[src/rtl/tmcw_pkg.sv]
// Shared types and constants of the text mode console writer.
// No dependencies; used by every other file of the block but the assertion header.
package tmcw_pkg;

  // Default screen geometry.
  localparam int unsigned COLUMNS_DEF  = 80;
  localparam int unsigned ROWS_DEF     = 25;
  localparam int unsigned TAB_STOP_DEF = 8;

  // Fixed field widths.
  localparam int unsigned CellW  = 16;
  localparam int unsigned CharW  = 8;
  localparam int unsigned IndexW = 11;
  localparam int unsigned ColW   = 7;
  localparam int unsigned RowW   = 5;

  // Cell contents.
  localparam logic [CharW-1:0] BLANK_CHAR       = 8'd32;
  localparam logic [CharW-1:0] FIRST_PRINTABLE  = 8'd32;
  localparam logic [CharW-1:0] PAST_PRINTABLE   = 8'd127;
  localparam logic [CharW-1:0] CLEAR_COLOR      = 8'd15;
  localparam logic [CharW-1:0] TEXT_COLOR_RESET = 8'd15;
  localparam logic [CellW-1:0] CLEAR_CELL       = {CLEAR_COLOR, BLANK_CHAR};

  // Control characters.
  localparam logic [CharW-1:0] CHAR_BS  = 8'd8;
  localparam logic [CharW-1:0] CHAR_TAB = 8'd9;
  localparam logic [CharW-1:0] CHAR_LF  = 8'd10;
  localparam logic [CharW-1:0] CHAR_CR  = 8'd13;

  // Actions of one input transaction.
  typedef enum logic [1:0] {
    ACT_PUT   = 2'd0,
    ACT_READ  = 2'd1,
    ACT_CLEAR = 2'd2,
    ACT_SET   = 2'd3
  } action_e;

  // Sequencer states, one-hot.
  typedef enum logic [5:0] {
    ST_CLEAR  = 6'b000001,
    ST_IDLE   = 6'b000010,
    ST_READ   = 6'b000100,
    ST_TAB    = 6'b001000,
    ST_SCROLL = 6'b010000,
    ST_FILL   = 6'b100000
  } state_e;

endpackage

[src/rtl/tmcw_seq.sv]
// Sequencer of the console writer: cursor, color register, sweeps and results.
// Depends on tmcw_pkg; drives the ports of tmcw_screen.
module tmcw_seq #(
  parameter int unsigned COLUMNS  = tmcw_pkg::COLUMNS_DEF,
  parameter int unsigned ROWS     = tmcw_pkg::ROWS_DEF,
  parameter int unsigned TAB_STOP = tmcw_pkg::TAB_STOP_DEF,
  parameter int unsigned AW       = 11
) (
  input  logic                        clk_i,
  input  logic                        rst_ni,
  // Command channel
  input  logic                        start,
  output logic                        busy,
  input  logic [1:0]                  action_i,
  input  logic [tmcw_pkg::CharW-1:0]  char_code_i,
  input  logic [tmcw_pkg::IndexW-1:0] cell_index_i,
  input  logic [tmcw_pkg::ColW-1:0]   new_col_i,
  input  logic [tmcw_pkg::RowW-1:0]   new_row_i,
  // Result channel
  output logic                        done_o,
  output logic [tmcw_pkg::CellW-1:0]  cell_value_o,
  output logic [tmcw_pkg::IndexW-1:0] cursor_position_o,
  output logic [tmcw_pkg::ColW-1:0]   cursor_col_o,
  output logic [tmcw_pkg::RowW-1:0]   cursor_row_o,
  // Configuration channel
  input  logic                        cfg_valid_i,
  output logic                        cfg_ready_o,
  input  logic [tmcw_pkg::CharW-1:0]  cfg_data_i,
  // Memory ports
  output logic                        we_o,
  output logic [AW-1:0]               waddr_o,
  output logic [tmcw_pkg::CellW-1:0]  wdata_o,
  output logic                        re_o,
  output logic [AW-1:0]               raddr_o,
  input  logic [tmcw_pkg::CellW-1:0]  rdata_i
);

  localparam int unsigned Cells   = COLUMNS * ROWS;
  localparam int unsigned CopyEnd = Cells - COLUMNS;
  localparam int unsigned IW      = (AW > tmcw_pkg::IndexW) ? AW : tmcw_pkg::IndexW;
  localparam int unsigned ColW    = tmcw_pkg::ColW;
  localparam int unsigned RowW    = tmcw_pkg::RowW;

  tmcw_pkg::state_e state_q, state_d;
  logic [AW-1:0]                  cnt_q, cnt_d;
  logic [tmcw_pkg::ColW-1:0]      col_q, col_d;
  logic [tmcw_pkg::RowW-1:0]      row_q, row_d;
  logic [tmcw_pkg::CharW-1:0]     color_q;
  logic                           done_q, done_d;
  logic                           res_pend_q, res_pend_d;
  logic [tmcw_pkg::CellW-1:0]     cell_q, cell_d;
  logic                           rd_ok_q, rd_ok_d;

  logic [AW-1:0]                  cur_addr;
  logic [IW-1:0]                  idx_w;
  logic                           last_col, last_row;
  logic [3:0]                     tab_mod [128];
  logic [15:0]                    pos_full;

  // Column modulo tab stop, a constant table.
  for (genvar g = 0; g < 128; g++) begin : g_tab_mod
    assign tab_mod[g] = 4'(g % TAB_STOP);
  end

  // Linear address of the cursor cell.
  assign cur_addr = AW'(AW'(row_q) * AW'(COLUMNS)) + AW'(col_q);
  assign last_col = (col_q == ColW'(COLUMNS - 1));
  assign last_row = (row_q == RowW'(ROWS - 1));
  assign idx_w    = IW'(cell_index_i);

  // Next-state logic of the sequencer.
  always_comb begin
    logic nl;
    logic fin;
    nl         = 1'b0;
    fin        = 1'b0;
    state_d    = state_q;
    cnt_d      = cnt_q;
    col_d      = col_q;
    row_d      = row_q;
    done_d     = 1'b0;
    res_pend_d = res_pend_q;
    cell_d     = cell_q;
    rd_ok_d    = rd_ok_q;
    we_o       = 1'b0;
    waddr_o    = cur_addr;
    wdata_o    = {color_q, tmcw_pkg::BLANK_CHAR};
    re_o       = 1'b0;
    raddr_o    = cnt_q + AW'(COLUMNS);

    unique case (state_q)
      // Fill every cell with a blank in the clear color.
      tmcw_pkg::ST_CLEAR: begin
        we_o    = 1'b1;
        waddr_o = cnt_q;
        wdata_o = tmcw_pkg::CLEAR_CELL;
        cnt_d   = cnt_q + AW'(1);
        if (cnt_q == AW'(Cells - 1)) begin
          cnt_d      = '0;
          state_d    = tmcw_pkg::ST_IDLE;
          done_d     = res_pend_q;
          res_pend_d = 1'b0;
        end
      end

      tmcw_pkg::ST_IDLE: begin
        if (start) begin
          cell_d = '0;
          unique case (tmcw_pkg::action_e'(action_i))
            tmcw_pkg::ACT_PUT: begin
              priority if (char_code_i == tmcw_pkg::CHAR_LF) begin
                nl = 1'b1;
              end else if (char_code_i == tmcw_pkg::CHAR_CR) begin
                col_d = '0;
                fin   = 1'b1;
              end else if (char_code_i == tmcw_pkg::CHAR_TAB) begin
                state_d = tmcw_pkg::ST_TAB;
              end else if (char_code_i == tmcw_pkg::CHAR_BS) begin
                if (col_q != '0) begin
                  we_o    = 1'b1;
                  waddr_o = cur_addr - AW'(1);
                  col_d   = col_q - ColW'(1);
                end
                fin = 1'b1;
              end else if (char_code_i >= tmcw_pkg::FIRST_PRINTABLE &&
                           char_code_i < tmcw_pkg::PAST_PRINTABLE) begin
                we_o    = 1'b1;
                wdata_o = {color_q, char_code_i};
                if (last_col) begin
                  nl = 1'b1;
                end else begin
                  col_d = col_q + ColW'(1);
                  fin   = 1'b1;
                end
              end else begin
                fin = 1'b1;
              end
            end
            tmcw_pkg::ACT_READ: begin
              re_o    = 1'b1;
              raddr_o = idx_w[AW-1:0];
              rd_ok_d = ((IW+1)'(cell_index_i) < (IW+1)'(Cells));
              state_d = tmcw_pkg::ST_READ;
            end
            tmcw_pkg::ACT_CLEAR: begin
              state_d    = tmcw_pkg::ST_CLEAR;
              cnt_d      = '0;
              col_d      = '0;
              row_d      = '0;
              res_pend_d = 1'b1;
            end
            tmcw_pkg::ACT_SET: begin
              if ({1'b0, new_col_i} < (ColW+1)'(COLUMNS)) begin
                col_d = new_col_i;
              end
              if ({1'b0, new_row_i} < (RowW+1)'(ROWS)) begin
                row_d = new_row_i;
              end
              fin = 1'b1;
            end
            default: begin
              fin = 1'b1;
            end
          endcase
        end
      end

      // Registered read data is on the memory output now.
      tmcw_pkg::ST_READ: begin
        cell_d  = rd_ok_q ? rdata_i : '0;
        done_d  = 1'b1;
        state_d = tmcw_pkg::ST_IDLE;
      end

      // One blank per cycle until the next tab stop or the end of the row.
      tmcw_pkg::ST_TAB: begin
        we_o = 1'b1;
        if (last_col) begin
          nl = 1'b1;
        end else begin
          col_d = col_q + ColW'(1);
          if (tab_mod[col_q] == 4'(TAB_STOP - 1)) begin
            state_d = tmcw_pkg::ST_IDLE;
            fin     = 1'b1;
          end
        end
      end

      // Copy each cell one row up: read ahead, write the previous read back.
      tmcw_pkg::ST_SCROLL: begin
        if (cnt_q != AW'(CopyEnd)) begin
          re_o = 1'b1;
        end
        if (cnt_q != '0) begin
          we_o    = 1'b1;
          waddr_o = cnt_q - AW'(1);
          wdata_o = rdata_i;
        end
        cnt_d = cnt_q + AW'(1);
        if (cnt_q == AW'(CopyEnd)) begin
          cnt_d   = cnt_q;
          state_d = tmcw_pkg::ST_FILL;
        end
      end

      // Blank the new bottom row in the current color.
      tmcw_pkg::ST_FILL: begin
        we_o    = 1'b1;
        waddr_o = cnt_q;
        cnt_d   = cnt_q + AW'(1);
        if (cnt_q == AW'(Cells - 1)) begin
          cnt_d   = '0;
          state_d = tmcw_pkg::ST_IDLE;
          done_d  = 1'b1;
        end
      end

      default: begin
        state_d = tmcw_pkg::ST_IDLE;
      end
    endcase

    // Line feed, either asked for or caused by a wrap at the last column.
    if (nl) begin
      col_d = '0;
      cnt_d = '0;
      if (last_row) begin
        state_d = tmcw_pkg::ST_SCROLL;
      end else begin
        row_d   = row_q + RowW'(1);
        state_d = tmcw_pkg::ST_IDLE;
        done_d  = 1'b1;
      end
    end else if (fin) begin
      done_d = 1'b1;
    end
  end

  // Control registers.
  always_ff @(posedge clk_i or negedge rst_ni) begin
    if (!rst_ni) begin
      state_q    <= tmcw_pkg::ST_CLEAR;
      cnt_q      <= '0;
      col_q      <= '0;
      row_q      <= '0;
      done_q     <= 1'b0;
      res_pend_q <= 1'b0;
      color_q    <= tmcw_pkg::TEXT_COLOR_RESET;
    end else begin
      state_q    <= state_d;
      cnt_q      <= cnt_d;
      col_q      <= col_d;
      row_q      <= row_d;
      done_q     <= done_d;
      res_pend_q <= res_pend_d;
      if (cfg_valid_i && cfg_ready_o) begin
        color_q <= cfg_data_i;
      end
    end
  end

  // Payload registers.
  always_ff @(posedge clk_i) begin
    cell_q  <= cell_d;
    rd_ok_q <= rd_ok_d;
  end

  // Result and handshake outputs.
  assign pos_full          = 16'(row_q) * 16'(COLUMNS) + 16'(col_q);
  assign cursor_position_o = pos_full[tmcw_pkg::IndexW-1:0];
  assign cursor_col_o      = col_q;
  assign cursor_row_o      = row_q;
  assign cell_value_o      = cell_q;
  assign done_o            = done_q;
  assign busy              = (state_q != tmcw_pkg::ST_IDLE);
  assign cfg_ready_o       = 1'b1;

endmodule

[config.mk]
export PLATFORM = sky130hd
export DESIGN_NAME = tmcw_seq
export DESIGN_NICKNAME = d
export VERILOG_FILES = /design/src/rtl/tmcw_pkg.sv /design/src/rtl/tmcw_seq.sv
export SDC_FILE = /design/constraint.sdc
export NUM_CORES = 1
export LEC_CHECK = 0
export BUFFER_PORTS_ARGS = -buffer_cell sky130_fd_sc_hd__buf_2
export CAP_MARGIN = 20
export CORE_MARGIN = 1
export CORE_UTILIZATION = 53
export DETAILED_ROUTE_END_ITERATION = 16
export PLACE_DENSITY_LB_ADDON = 0.3
export SYNTH_ARGS = -nofsm -noshare
export SYNTH_HDL_FRONTEND = slang
export SYNTH_SLANG_ARGS = --single-unit
[constraint.sdc]
create_clock -name clk_i -period 3.16 [get_ports clk_i]
set_clock_uncertainty 0.1 [all_clocks]
set_input_delay 0.158 -clock clk_i [delete_from_list [all_inputs] [get_ports clk_i]]
set_output_delay 0.158 -clock clk_i [all_outputs]
set_load 0.05 [all_outputs]
==> impl.org <==
** Run status
- Run status :: finished with violations
- Failing checks :: setup timing

** Placement
- Count of port buffers added during placement :: roughly 140
- Sum of net half-perimeters after detailed placement :: about 12 mm
- Post-detailed-placement cell area :: 6040 sq um
- Global placer's final weighted congestion :: between 0.9 and 1

** Logic synthesis
- Cell area after synthesis :: 4970 sq um
- Average size of a mapped cell :: approximately 8.2 sq um
- For this run, the register share of the synthesized area comes to 0.301.
- Ranking of synthesized cells by area :: sky130_fd_sc_hd__dfrtp_1 (17%), sky130_fd_sc_hd__edfxtp_1 (10%), sky130_fd_sc_hd__ha_1 (5.8%)
- Counting every instance in the synthesized netlist gives between 600 and 700.
- Syn nets :: roughly 690
- The netlist uses 72 different library cells.
- Of the post-synthesis cell area, the dominant cell type holds 0.171.
- Cell taking the most area after synthesis :: sky130_fd_sc_hd__dfrtp_1
- Ys async rst share :: 0.696
- The synthesized design contains 56 register bits.
- By count the netlist is led by sky130_fd_sc_hd__nand2_1 (67), sky130_fd_sc_hd__nor2_1 (44), sky130_fd_sc_hd__a21oi_1 (37), sky130_fd_sc_hd__o21ai_0 (37), sky130_fd_sc_hd__inv_1 (35).
- Number of enable flip-flop cells after synthesis :: 17
- For this run, the leading register cell type out of synthesis is sky130_fd_sc_hd__dfrtp_1.
- For this run, the number of Yosys warnings is 0.
- By instance count, the leading cell after synthesis is sky130_fd_sc_hd__nand2_1.

** Min path
- The worst hold path belongs to the class input port to flop.

** Drt
- Total routed wirelength :: approximately 16 mm
- The detail route stage leaves a number of antenna-violating nets equal to 0.
- In the routed layout, each cell is associated on average with a via count of approximately 6.3.
- For this block, the initial DRC count from the detailed router was roughly 430.
- For this run, the detailed router's first-pass iteration total came to 5.
- Average routed wire per standard cell :: about 18 um
- In the routed design, unresolved DRC markers number 0.
- The routed layout has ~5400 vias.

** STA
- Setup repair after global routing could not meet its margin everywhere.
- The count of final max-slew check failures came to 0.
- Transition time of the tightest slew-check pin :: 0.939 ns
- Maximum clock frequency :: between 300 and 400 MHz
- The total count of hold-check failures in the final report was 0.
- Setup violations remaining at the end of the flow were counted as 2.
- Setup ws final :: -0.0366 ns
- Portion of the clock cycle consumed by the worst path in the final layout :: 1.01
- Max-Slew Margin vs Limit :: 0.374
- Setup Total Neg Slack :: -0.0641 ns
- Crit path time final :: roughly 3.2 ns

** Flow run
- Max-cap violations in this run came to 0.

** Power and ir drop
- Switching power :: between 4 and 5 mW
- In this run the power density over the cells is about 1200 nW/um^2.
- Of the total power, registers draw 0.154.
- Proportion of power drawn by the clock network :: 0.058
- VDD sags by at most slightly above 0.001 V.
- Cell internal pwr :: around 3.1 mW
- Sw frac :: 0.590
- Static leakage :: 2.95 nW
- Of the total power, combinational logic draws 0.788.

** Floorplanning
- The floorplan step set the die height to between 90 and 100 um.
- In this run the count of I/O pins placed on the die edge is 143.
- Die Width :: between 90 and 100 um
- In this run the standard cell core region covers 8890 sq um.
- The die covers roughly 9800 sq um.
- Placement row count :: 34
- The initial utilization of the core area, before any placement, comes to 0.559.

** GRT
- Entering global routing, the biggest net connects 40 pins.
- The first global-routing pass estimated 24.9 mm of wire.
- The initial antenna violation count is 0.
- The via count of the first global-routing pass is between 5000 and 6000.
- Overall overflow remaining after global route :: 0
- Total track usage :: 0.317

** Critical path
- Counting both buffers and inverters, the worst setup path holds a total of 4.
- STA classifies the critical path endpoint as an output pin.
- The worst setup path is launched from a flop.
- Broken down by cell family, the worst path's largest delay share belongs to compound AO/OA/AOI/OAI gates.
- Along the worst path, the maximum fanout reaches 5.
- Series of cell instances along the critical path :: buf_6 -> ha_4 -> inv_2 -> fa_2 -> and2_4 -> nand4_1 -> buf_4 -> o211ai_1 -> o311ai_2 -> a211o_2 -> buf_8
- Arrival time at the worst endpoint :: approximately 2.9 ns
- In this design, the stage delay of the slowest critical-path cell is about 0.58 ns.
- The largest individual stage delay along the critical path comes from the cell sky130_fd_sc_hd__fa_2.
- Path type of the worst setup path :: flop to output pin
- At the worst endpoint, the required time is just under 3 ns.

** Clock tree
- Num CTS Buffers :: 5
- CTS tree :: done
- The H-tree generated during clock tree synthesis spans 2 levels.
- The tree is rooted in a sky130_fd_sc_hd__clkbuf_8.
- Clk_lat worst skew :: ~0.33 ns
- Clock tree buffer depth :: 2
- CTS sink count :: 56
- Clock Pin Slew Worst Setup and Hold Paths :: between 0.1 and 0.15 ns

** Final layout
- Final instance area :: 6440 sq um
- At the end of the flow the core is filled with cells to 0.725.
- The repair_antennas step left the layout with diodes totalling 0.
- At the end of the flow, the number of nets in the layout was approximately 840.
- Area growth from synthesis to layout :: 29.8%
- Share of final-layout standard cells stronger than drive strength 1 :: 0.347
-- repair_timing --
action	in CTS	in global routing
pin swaps	10	7
endpoints found under the hold margin	42	0
gates resized for setup	16	20
hold buffers	9	0
setup buffers	0	8
setup endpoints to repair	4	13
-- metal layers --
metal | share of wire | global-route usage | routed length [um] | vias to the layer above
met4 | 0.032 | 0.132 | 492 | 0
met2 | 0.49 | 0.554 | 7640 | 325
met5 | 0 | 0 | 0 | -
met3 | 0.085 | 0.0383 | 1310 | 52
li1 | - | - | - | 2483
met1 | 0.39 | 0.398 | 6090 | 2553
-- state kept, by name, indices dropped and copies added, names as in the netlist --
| name | cells |
|---|---|
| state_q | 6 |
| cell_value_o | 16 |
| done_o | 1 |
| cnt_q | 11 |
| rd_ok_q | 1 |
| res_pend_q | 1 |
| cursor_col_o | 7 |
| cursor_row_o | 5 |
| color_q | 8 |
-- cell type report --
type	instances	area, sq um
Multi-Input combinational cell	468	3460
Fill cell	692	2450
Sequential cell	56	1500
Timing Repair Buffer	189	1110
Inverter	36	135
Tap cell	108	135
Clock buffer	5	68.8
Clock inverter	3	27.5
-- cells in the final DEF, fill, tap and decap left out, drive strengths merged, types with 17 or more instances in the layout --
cell type / netlist / routed
buf: 13 / 180
a21oi: 37 / 37
dfrtp: 34 / 34
xnor2: 20 / 20
o21ai: 37 / 37
nand3: 20 / 20
edfxtp: 17 / 17
nand2: 67 / 67
ha: 23 / 23
inv: 35 / 36
and2: 25 / 25
nor2: 44 / 44
-- power by group through the flow --
stage | sequential (mW) | clock (mW) | combinational (mW)
floorplan | 1.66 | 0 | 3.61
global placement | 1.16 | 0 | 5.32
detailed placement | 1.17 | 0 | 5.44
CTS | 1.16 | 0.450 | 5.66
global route | 1.19 | 0.477 | 6.28
finish | 1.17 | 0.440 | 5.98
-- worst paths after layout --
check / from / endpoint / cells after the start / slack (ns)
min: rdata_i[2] / cell_value_o[2] / 2 / 0.01
min in group asynchronous: rst_ni / color_q[5] / 2 / 0.40
min reg2reg: color_q[6] / color_q[6] / 1 / 0.43
max: cursor_row_o[0] / waddr_o[8] / 11 / -0.04
max in group asynchronous: rst_ni / cursor_row_o[3] / 2 / 1.88
max reg2reg: cursor_col_o[0] / cursor_col_o[5] / 8 / 0.33
-- through the flow --
stage,std cells,power (mW),hold slack [ns],worst slack (ns)
after floorplan,602,5.28,-0.238,-0.106
final,865,7.59,0.0118,-0.0366
after global placement,840,6.48,0.246,0.114
after CTS,857,7.26,0.00639,-0.0902
after detailed placement,840,6.61,0.264,-0.0197
after global routing,865,7.95,0.00281,-0.211
-- cell families after synthesis --
group	count (synthesis)	synth area share
compound gates	157	0.215
xor+xnor	31	0.0547
mux	24	0.0517
fa+ha+maj	25	0.0660
buf+inv	78	0.0665
simple gates	230	0.245
other cells	1	0.000755
flops	56	0.301
No activity file was read; power rests on OpenSTA's default activity.
